### src/assert_macros.svh
// assertion helpers for the normaliser
`ifndef ASSERT_MACROS_SVH
`define ASSERT_MACROS_SVH
`ifndef NO_ASSERTIONS
`define ASSERT_IMPLIES(label, clk, rst, ante, cons, msg) \
   label: assert property (@(posedge clk) disable iff (rst) (ante) |-> (cons)) else $error(msg);
`define ASSERT_NEXT(label, clk, rst, ante, cons, msg) \
   label: assert property (@(posedge clk) disable iff (rst) (ante) |=> (cons)) else $error(msg);
`else
`define ASSERT_IMPLIES(label, clk, rst, ante, cons, msg)
`define ASSERT_NEXT(label, clk, rst, ante, cons, msg)
`endif
`endif

### src/zsn_pkg.sv
package zsn_pkg;
   localparam int MAX_SAMPLES_DEF = 64;
   localparam int SAMPLE_BITS_DEF = 16;
   localparam int FIELD_BITS      = 16;
   localparam int Z_FRAC_BITS     = 11;

   // controller to datapath
   typedef struct packed {
      logic load;       // store an accepted sample
      logic drop;       // accepted sample arrived while full
      logic clear;      // clear accumulators for next set
      logic mean_start; // start mean division
      logic var_clr;    // clear sum of squares
      logic var_acc;    // accumulate square of read entry
      logic var_start;  // start variance division
      logic sqrt_start; // start square root
      logic z_start;    // start one output division
      logic rd_en;      // read sample store
      logic [6:0] rd_addr;
   } zsn_cmd_type;

   // datapath to controller
   typedef struct packed {
      logic div_busy;
      logic sqrt_busy;
      logic full;
      logic [6:0] count;
   } zsn_stat_type;
endpackage

### src/zscore_normaliser_unit.sv
// z-score normaliser
// requests: req_valid/req_stall with req_sample and req_last_in; one sample
// is taken per cycle while loading, the request with req_last_in closes the set
// responses: rsp_valid/rsp_stall with rsp_normalised (Q4.11), rsp_last_out,
// rsp_degenerate; one response per held sample in load order
// after the last request: mean division, a second pass over the buffer,
// variance division and a square root; then each response is computed by the
// shared bit-serial divider (59 steps at the default sizes), or without a
// division when the deviation is zero
// req_stall is high from the closing request until the cycle after the last
// response leaves, when the set is cleared
// a stalled response holds steady; the block waits for it
// reset clears counts, the sample sum and flags; the buffer needs no clearing
// samples beyond the buffer depth are dropped and raise rsp_degenerate
`include "assert_macros.svh"
module zscore_normaliser_unit #(
   parameter int MAX_SAMPLES = zsn_pkg::MAX_SAMPLES_DEF,
   parameter int SAMPLE_BITS = zsn_pkg::SAMPLE_BITS_DEF
) (
   input  logic               clock,
   input  logic               reset,
   input  logic               req_valid,
   output logic               req_stall,
   input  logic signed [15:0] req_sample,
   input  logic               req_last_in,
   output logic               rsp_valid,
   input  logic               rsp_stall,
   output logic signed [15:0] rsp_normalised,
   output logic               rsp_last_out,
   output logic               rsp_degenerate
);
   zsn_pkg::zsn_cmd_type  cmd;
   zsn_pkg::zsn_stat_type stat;

   // control sequencer
   zsn_ctrl u_ctrl (
      .clock, .reset, .req_valid, .req_last_in, .req_stall,
      .rsp_valid, .rsp_last_out, .rsp_stall, .cmd, .stat
   );

   // storage and arithmetic
   zsn_dp #(.MAX_SAMPLES(MAX_SAMPLES), .SAMPLE_BITS(SAMPLE_BITS)) u_dp (
      .clock, .reset, .req_sample, .cmd, .stat, .rsp_normalised, .rsp_degenerate
   );

   // no sample is stored while responses are pending
   `ASSERT_IMPLIES(a_no_load_busy, clock, reset, rsp_valid, !cmd.load, "load while responding")
   // a stalled response stays up
   `ASSERT_NEXT(a_rsp_hold, clock, reset, rsp_valid && rsp_stall, rsp_valid, "response dropped")
   // divider and root never run together
   `ASSERT_IMPLIES(a_one_unit, clock, reset, stat.sqrt_busy, !stat.div_busy, "units overlap")
endmodule

### src/zsn_ctrl.sv
module zsn_ctrl (
   input  logic                 clock,
   input  logic                 reset,
   input  logic                 req_valid,
   input  logic                 req_last_in,
   output logic                 req_stall,
   output logic                 rsp_valid,
   output logic                 rsp_last_out,
   input  logic                 rsp_stall,
   output zsn_pkg::zsn_cmd_type cmd,
   input  zsn_pkg::zsn_stat_type stat
);
   typedef enum logic [3:0] {
      S_LOAD, S_MEAN, S_MEAN_W, S_VAR_RD, S_VAR_ACC, S_VAR_SUM, S_VAR_DIV, S_VAR_W,
      S_SQRT_W, S_Z_RD, S_Z_DIV, S_Z_W, S_OUT, S_CLEAR
   } state_type;

   state_type  state_ff, state_in;
   logic [6:0] idx_ff, idx_in;
   logic       rsp_valid_ff, rsp_valid_in;
   logic       last_ff, last_in_w;
   logic       req_acc;

   assign req_stall = (state_ff != S_LOAD);
   assign req_acc   = req_valid && !req_stall;
   assign rsp_valid = rsp_valid_ff;
   assign rsp_last_out = last_ff;

   always_comb begin
      state_in     = state_ff;
      idx_in       = idx_ff;
      rsp_valid_in = rsp_valid_ff;
      last_in_w    = last_ff;
      cmd          = '0;
      cmd.rd_addr  = idx_ff;
      unique case (state_ff)
         S_LOAD: begin
            cmd.load = req_acc && !stat.full;
            cmd.drop = req_acc && stat.full;
            if (req_acc && req_last_in) begin
               state_in = S_MEAN;
            end
         end
         S_MEAN: begin
            cmd.mean_start = 1'b1;
            cmd.var_clr    = 1'b1;
            idx_in         = '0;
            state_in       = S_MEAN_W;
         end
         S_MEAN_W: begin
            if (!stat.div_busy) begin
               state_in = S_VAR_RD;
            end
         end
         S_VAR_RD: begin
            cmd.rd_en = 1'b1;
            idx_in    = idx_ff + 7'd1;
            state_in  = S_VAR_ACC;
         end
         S_VAR_ACC: begin
            cmd.var_acc = 1'b1;
            if (idx_ff == stat.count) begin
               state_in = S_VAR_SUM;
            end else begin
               state_in = S_VAR_RD;
            end
         end
         // last square lands in the sum
         S_VAR_SUM: begin
            state_in = S_VAR_DIV;
         end
         S_VAR_DIV: begin
            cmd.var_start = 1'b1;
            state_in      = S_VAR_W;
         end
         S_VAR_W: begin
            if (!stat.div_busy) begin
               cmd.sqrt_start = 1'b1;
               state_in       = S_SQRT_W;
            end
         end
         S_SQRT_W: begin
            if (!stat.sqrt_busy) begin
               idx_in   = '0;
               state_in = S_Z_RD;
            end
         end
         S_Z_RD: begin
            cmd.rd_en = 1'b1;
            state_in  = S_Z_DIV;
         end
         S_Z_DIV: begin
            cmd.z_start = 1'b1;
            state_in    = S_Z_W;
         end
         S_Z_W: begin
            if (!stat.div_busy) begin
               rsp_valid_in = 1'b1;
               last_in_w    = (idx_ff + 7'd1 == stat.count);
               state_in     = S_OUT;
            end
         end
         S_OUT: begin
            if (!rsp_stall) begin
               rsp_valid_in = 1'b0;
               idx_in       = idx_ff + 7'd1;
               if (last_ff) begin
                  state_in = S_CLEAR;
               end else begin
                  state_in = S_Z_RD;
               end
            end
         end
         S_CLEAR: begin
            cmd.clear = 1'b1;
            state_in  = S_LOAD;
         end
         default: state_in = S_LOAD;
      endcase
   end

   always_ff @(posedge clock) begin
      if (reset) begin
         state_ff     <= S_LOAD;
         idx_ff       <= '0;
         rsp_valid_ff <= 1'b0;
         last_ff      <= 1'b0;
      end else begin
         state_ff     <= state_in;
         idx_ff       <= idx_in;
         rsp_valid_ff <= rsp_valid_in;
         last_ff      <= last_in_w;
      end
   end
endmodule

### src/zsn_dp.sv
module zsn_dp #(
   parameter int MAX_SAMPLES = zsn_pkg::MAX_SAMPLES_DEF,
   parameter int SAMPLE_BITS = zsn_pkg::SAMPLE_BITS_DEF
) (
   input  logic                  clock,
   input  logic                  reset,
   input  logic signed [15:0]    req_sample,
   input  zsn_pkg::zsn_cmd_type  cmd,
   output zsn_pkg::zsn_stat_type stat,
   output logic signed [15:0]    rsp_normalised,
   output logic                  rsp_degenerate
);
   localparam int AW  = (MAX_SAMPLES > 1) ? $clog2(MAX_SAMPLES) : 1;
   localparam int XB  = (SAMPLE_BITS <= 16) ? SAMPLE_BITS : 17;
   localparam int SB  = XB + 7;        // sum width
   localparam int DB  = XB + 10;       // deviation in Q.8 with margin
   localparam int QB  = 2 * DB + 7;    // sum of squares
   localparam int NB  = QB;            // divider width
   localparam int RB  = (QB + 1) / 2;  // root width
   localparam int CW  = $clog2(NB + 1);

   logic signed [XB-1:0] mem_ff [MAX_SAMPLES];
   logic signed [XB-1:0] rd_ff;
   logic [6:0]           count_ff;
   logic signed [SB-1:0] sum_ff;
   logic                 ovf_ff;
   logic signed [DB-1:0] mean_ff;
   logic [QB-1:0]        sq_ff;
   logic [RB-1:0]        sd_ff;
   logic signed [15:0]   z_ff;
   logic signed [XB-1:0] x_w;
   logic [15:0]          raw_w;

   // sample taking: sign extend or zero extend the low bits
   always_comb begin
      raw_w = req_sample;
      if (SAMPLE_BITS <= 16) begin
         x_w = XB'(signed'(raw_w[XB-1:0]));
      end else begin
         x_w = XB'({1'b0, raw_w});
      end
   end

   always_ff @(posedge clock) begin
      if (cmd.load) begin
         mem_ff[count_ff[AW-1:0]] <= x_w;
      end
      if (cmd.rd_en) begin
         rd_ff <= mem_ff[cmd.rd_addr[AW-1:0]];
      end
   end

   assign stat.full  = (count_ff == 7'(MAX_SAMPLES));
   assign stat.count = count_ff;

   // deviation of the read entry
   logic signed [DB-1:0] dev_w;
   logic [DB-1:0]        dmag_w;
   assign dev_w  = (DB'(rd_ff) <<< 8) - mean_ff;
   assign dmag_w = dev_w[DB-1] ? DB'(-dev_w) : DB'(dev_w);

   logic [2*DB-1:0] sqr_ff;
   logic            acc_d_ff;

   // shared restoring divider: quotient of num by den, one bit a cycle
   logic [NB-1:0] dnum_ff, dden_ff, drem_ff, dquo_ff;
   logic [CW-1:0] dcnt_ff;
   logic          dbusy_ff;
   logic [1:0]    dmode_ff; // 0 mean, 1 variance, 2 z
   logic          dneg_ff;
   logic [NB:0]   dtry_w;
   assign dtry_w = {drem_ff, dnum_ff[NB-1]} - {1'b0, dden_ff};
   assign stat.div_busy = dbusy_ff;

   // square root, two bits a cycle over an even-width frame
   logic [2*RB-1:0] sv_ff;
   logic [RB-1:0] sr_ff;
   logic [RB+1:0] srem_ff;
   logic [$clog2(RB+1)-1:0] scnt_ff;
   logic sbusy_ff;
   logic [RB+1:0] stry_w;
   logic [RB+1:0] srem_sh_w;
   assign srem_sh_w = {srem_ff[RB-1:0], sv_ff[2*RB-1:2*RB-2]};
   assign stry_w    = srem_sh_w - {sr_ff, 2'b01};
   assign stat.sqrt_busy = sbusy_ff;

   logic [NB-1:0] mabs_w;
   logic [NB-1:0] zq_w;
   logic signed [NB:0] zs_w;
   assign mabs_w = sum_ff[SB-1] ? NB'(-sum_ff) : NB'(sum_ff);

   always_ff @(posedge clock) begin
      if (reset || cmd.clear) begin
         count_ff <= '0;
         sum_ff   <= '0;
         ovf_ff   <= 1'b0;
      end else begin
         if (cmd.load) begin
            count_ff <= count_ff + 7'd1;
            sum_ff   <= sum_ff + SB'(x_w);
         end
         // a request arriving while full is dropped
         if (cmd.drop) begin
            ovf_ff <= 1'b1;
         end
      end
      if (reset) begin
         dbusy_ff <= 1'b0;
         sbusy_ff <= 1'b0;
         acc_d_ff <= 1'b0;
      end else begin
         acc_d_ff <= cmd.var_acc;
         if (cmd.mean_start) begin
            // (|sum|*256 + n/2) / n
            dnum_ff  <= (mabs_w << 8) + NB'(count_ff >> 1);
            dden_ff  <= NB'(count_ff);
            dneg_ff  <= sum_ff[SB-1];
            dmode_ff <= 2'd0;
            drem_ff  <= '0;
            dcnt_ff  <= CW'(NB);
            dbusy_ff <= 1'b1;
         end else if (cmd.var_start) begin
            dnum_ff  <= sq_ff;
            dden_ff  <= NB'(count_ff);
            dneg_ff  <= 1'b0;
            dmode_ff <= 2'd1;
            drem_ff  <= '0;
            dcnt_ff  <= CW'(NB);
            dbusy_ff <= 1'b1;
         end else if (cmd.z_start) begin
            // (|d|*2048 + sd/2) / sd, skipped when sd is zero
            dnum_ff  <= (NB'(dmag_w) << 11) + NB'(sd_ff >> 1);
            dden_ff  <= NB'(sd_ff);
            dneg_ff  <= dev_w[DB-1];
            dmode_ff <= 2'd2;
            drem_ff  <= '0;
            dcnt_ff  <= CW'(NB);
            dbusy_ff <= (sd_ff != '0);
         end else if (dbusy_ff) begin
            if (!dtry_w[NB]) begin
               drem_ff <= dtry_w[NB-1:0];
               dquo_ff <= {dquo_ff[NB-2:0], 1'b1};
            end else begin
               drem_ff <= {drem_ff[NB-2:0], dnum_ff[NB-1]};
               dquo_ff <= {dquo_ff[NB-2:0], 1'b0};
            end
            dnum_ff <= dnum_ff << 1;
            dcnt_ff <= dcnt_ff - CW'(1);
            if (dcnt_ff == CW'(1)) begin
               dbusy_ff <= 1'b0;
            end
         end
         if (cmd.sqrt_start) begin
            sv_ff    <= (2*RB)'(dquo_ff[QB-1:0]);
            sr_ff    <= '0;
            srem_ff  <= '0;
            scnt_ff  <= ($clog2(RB+1))'(RB);
            sbusy_ff <= 1'b1;
         end else if (sbusy_ff) begin
            if (!stry_w[RB+1]) begin
               srem_ff <= stry_w;
               sr_ff   <= {sr_ff[RB-2:0], 1'b1};
            end else begin
               srem_ff <= srem_sh_w;
               sr_ff   <= {sr_ff[RB-2:0], 1'b0};
            end
            sv_ff   <= sv_ff << 2;
            scnt_ff <= scnt_ff - 1'b1;
            if (scnt_ff == 1) begin
               sbusy_ff <= 1'b0;
            end
         end
      end
   end

   // finished divider results
   logic div_done_ff;
   always_ff @(posedge clock) begin
      if (reset) begin
         div_done_ff <= 1'b0;
      end else begin
         div_done_ff <= dbusy_ff && (dcnt_ff == CW'(1));
      end
      if (div_done_ff) begin
         unique case (dmode_ff)
            2'd0:    mean_ff <= dneg_ff ? -DB'(dquo_ff) : DB'(dquo_ff);
            2'd1:    ;
            default: z_ff <= zs_w > 17'sd32767 ? 16'sd32767 :
                             (zs_w < -17'sd32768 ? -16'sd32768 : 16'(zs_w));
         endcase
      end
      // zero deviation: output is zero without a division
      if (cmd.z_start && sd_ff == '0) begin
         z_ff <= '0;
      end
      if (cmd.var_clr) begin
         sq_ff <= '0;
      end else if (acc_d_ff) begin
         sq_ff <= sq_ff + QB'(sqr_ff);
      end
      if (cmd.var_acc) begin
         sqr_ff <= dmag_w * dmag_w;
      end
      if (sbusy_ff && scnt_ff == 1) begin
         sd_ff <= {sr_ff[RB-2:0], !stry_w[RB+1]};
      end
   end

   assign zq_w = dquo_ff;
   assign zs_w = (|zq_w[NB-1:16]) ? (dneg_ff ? -(NB+1)'(32768) : (NB+1)'(32767))
                 : (dneg_ff ? -(NB+1)'(zq_w) : (NB+1)'(zq_w));

   assign rsp_normalised = z_ff;
   assign rsp_degenerate = (sd_ff == '0) || ovf_ff;
endmodule
### config.mk
export PLATFORM = sky130hd
export DESIGN_NAME = zscore_normaliser_unit
export DESIGN_NICKNAME = d
export VERILOG_FILES = /design/src/zsn_pkg.sv /design/src/zscore_normaliser_unit.sv /design/src/zsn_ctrl.sv /design/src/zsn_dp.sv
export VERILOG_INCLUDE_DIRS = /design/src /design/src/src
export SDC_FILE = /design/constraint.sdc
export NUM_CORES = 2
export LEC_CHECK = 0
export ABC_AREA = 1
export BUFFER_PORTS_ARGS = -buffer_cell sky130_fd_sc_hd__buf_4
export CORE_ASPECT_RATIO = 1.1
export CORE_MARGIN = 3
export CORE_UTILIZATION = 51
export CTS_CLUSTER_SIZE = 14
export DETAILED_ROUTE_END_ITERATION = 6
export PLACE_DENSITY_LB_ADDON = 0.15
export SETUP_SLACK_MARGIN = 0.1
export SYNTH_ARGS = -nofsm -noshare
export SYNTH_HDL_FRONTEND = slang
export SYNTH_SLANG_ARGS = --single-unit
export TNS_END_PERCENT = 30
### constraint.sdc
create_clock -name clock -period 11.7 [get_ports clock]
set_clock_uncertainty 0.2 [all_clocks]
set_input_delay 0 -clock clock [delete_from_list [all_inputs] [get_ports clock]]
set_output_delay 0 -clock clock [all_outputs]
set_load 0.05 [all_outputs]
==> impl_metrics.ini <==
[floorplanning]
die_w_um = 415
die-area_um2 = 190000
core_um2 = 182000
chipHeight_um = 456
ios = 41
rows = 164
start_util_pct = 51.5

[timing]
fin_crit_sh_pct = 86.2
hold_violations = 0
max-slew-margin-rel_pct = 13.9
setup-tns-final_ns = 0
worst_slew_pin_slew_ns = 1.29
maxSlewViolCount = 0
fin_crit_ns = 10.08
setup_viol = 0
rsz0062_at_grt = false
fmax_ghz = 0.0992

[drt]
m1WireLength_um = 111000
viasPerCell = 5.77
routed.top_layer = met5
drcViolationCount = 0
drt_wl_total_um = 277000
drtIter0Drc = 6171
wire_per_inst_um = 23.5
dr.pass1.iters = 6
ant_nets = 0
wl_met3_um = 17000
vias = 68200
met2_length_um = 134000

[logic_synthesis]
yosys.area.top_type = edfxtp_1
syn_avg_cell_area_um2 = 10.2
ys_warn_count = 0
synth.distinct_cells = 74
syn-instance-count = 9219
synthFlopType = edfxtp_1
ys_ff_latch = 1611
synth_common_cells = edfxtp_1, inv_1, nand2_1
synth-edff-count = 1488
synth_seq_area_share_pct = 50.1
synthArstFlopShare_pct = 0
synth_top_area_share_pct = 47.5
syn_area_um2 = 94000
synth_area_leaders = edfxtp_1, fa_1, inv_1
synth.most_common_cell = edfxtp_1

[global_route]
grt_max_degree = 85
antenna_found_initial = 6
grt-ovfl-total = 0
grt_pass1_wl_um = 418000
grt_pass1_vias = 68700
grt_use_total_pct = 29.0

[clock_network]
cts_setup_buffers = 0
clk_pin_slew_worst_paths_ns = 0.07
cts_max_level = 4
cts-root-buf = clkbuf_16
clock_path_buffers = 3
numCtsBuffers = 167
clk_latency_ns = 0.85
cts_tree = built
numClockSinks = 1611

[setup_path]
worstSetupStartpoint = u_dp.rd_ff[4]$_DFFE_PP_
cp.required_ns = 12.07
crit_top_cell = nand2_1
arrival_ns = 10.45
path_max_fanout = 10
setup.worst_path.class = reg -> reg
worstSetupEndpointType = flip-flop
cp-start-kind = flip-flop
max_stage_delay_ns = 0.59
r2r_start = u_dp.rd_ff[4]$_DFFE_PP_
crit_slowest_cell = fa_1

[status]
status = complete, no violations

[cells_and_area]
layout-drive-gt1-share_pct = 6.11
syn_to_final_growth_pct = 9.53
finalNetCount = 10200

[worst_hold_path]
min-delay-start = req_sample[1]
hold_class = in -> reg

[place]
place_congestion = 0.981
portBuffers = 40
dp_hpwl_um = 191000

[job]
drv_cap = 0
[flip-flops by register name, indices dropped and copies added (netlist names), 26 cells and up]
name	count
u_dp.sq_ff	59
u_dp.mean_ff	26
u_dp.sqr_ff	51
u_dp.dquo_ff	59
u_dp.drem_ff	59
u_dp.sr_ff	30
u_dp.dden_ff	30
u_dp.srem_ff	30
u_dp.mem_ff	1024
u_dp.sv_ff	60
u_dp.sd_ff	30
u_dp.dnum_ff	59
[worst max-delay path: cells and delay by family (launching register included)]
| family | cells | cell delay, ns |
|---|---|---|
| adders and majority gates | 9 | 4.41 |
| buffers and inverters | 10 | 0.95 |
| and+or+nand+nor | 20 | 3.00 |
| DFF | 1 | 0.37 |
| AOI/OAI and AO/OA | 5 | 0.87 |
[final timing paths]
check	end	slack (ns)	cells after the start
worst max-delay path	u_dp.sqr_ff[51]$_DFFE_PP_	1.62	44
worst min register to register	u_dp.dquo_ff[15]$_DFFE_PP_	0.25	0
worst max register to register	u_dp.sqr_ff[51]$_DFFE_PP_	1.62	44
worst min-delay path	u_dp.sum_ff[1]$_SDFFE_PP0P_	0.09	5
[cells in the final DEF (no fill, tap or decap), types with 26 or more instances in the layout]
cell           netlist  routed
inv_1             1389    1386
edfxtp_1          1488    1488
o211ai_1            28      28
a21oi_1            969     967
nand2_2             31      31
o21a_1              28      28
a31oi_1             54      54
nor4_1              32      32
xor2_1             152     146
ha_1               371     371
buf_4                4     180
nand3_1            271     271
nor3_1              64      60
dlygate4sd3_1        0      33
dfxtp_1            123     118
fa_1               524     524
clkbuf_1           269      33
clkbuf_16            0     170
nand2_1           1333    1331
clkinv_2             0      28
xnor2_1             97      97
o221ai_1           267     267
clkinv_1             7      47
nor2_2              20      26
nor2_1             853     841
nand4_1             38      38
o21ai_0            498     496
[stage by stage]
stage	util [%]	setup WS, ns	hold slack [ns]	std cells	cell area, µm²
finish	56.5	1.62	0.0859	11800	103000
global route	56.5	1.01	0.0665	11800	103000
CTS	56.5	1.69	0.0159	11800	103000
detailed placement	53.3	1.65	0.146	11500	97200
global placement	53.3	1.70	0.135	11500	97200
floorplan	-	2.85	-0.122	9240	94100
[logic make-up after synthesis]
group                    count (synthesis)  share of synthesized area [%]
other                                    2                        0.00799
buffers and inverters                 1779                           7.26
adder cells (fa/ha/maj)                895                           16.1
flip-flops                            1611                           50.1
AND/OR/NAND/NOR                       2686                           11.7
XOR/XNOR                               253                           2.40
AO/OA/AOI/OAI                         1993                           12.4
[what timing repair did]
action | CTS | global route
hold buffers | 34 | 0
hold endpoints to repair | 1192 | 0
gates resized for setup | 0 | 0
[area by class of cell]
class	instances	area (µm²)
Antenna cell	3	7.51
Clock buffer	212	4500
Clock inverter	100	941
Fill cell	15900	79400
Inverter	1423	5360
Multi-Input combinational cell	5850	40300
Sequential cell	1611	47200
Tap cell	2407	3010
Timing Repair Buffer	214	1700
[routing by layer]
layer,vias to the layer above,global-route usage (%)
li1,31400,-
met1,33700,37.0
met2,2480,48.4
met3,595,4.01
met4,2,14.7
met5,-,0
Power is not shown: default switching activity piles up to over one toggle a cycle in this logic, so the estimate is an artifact.
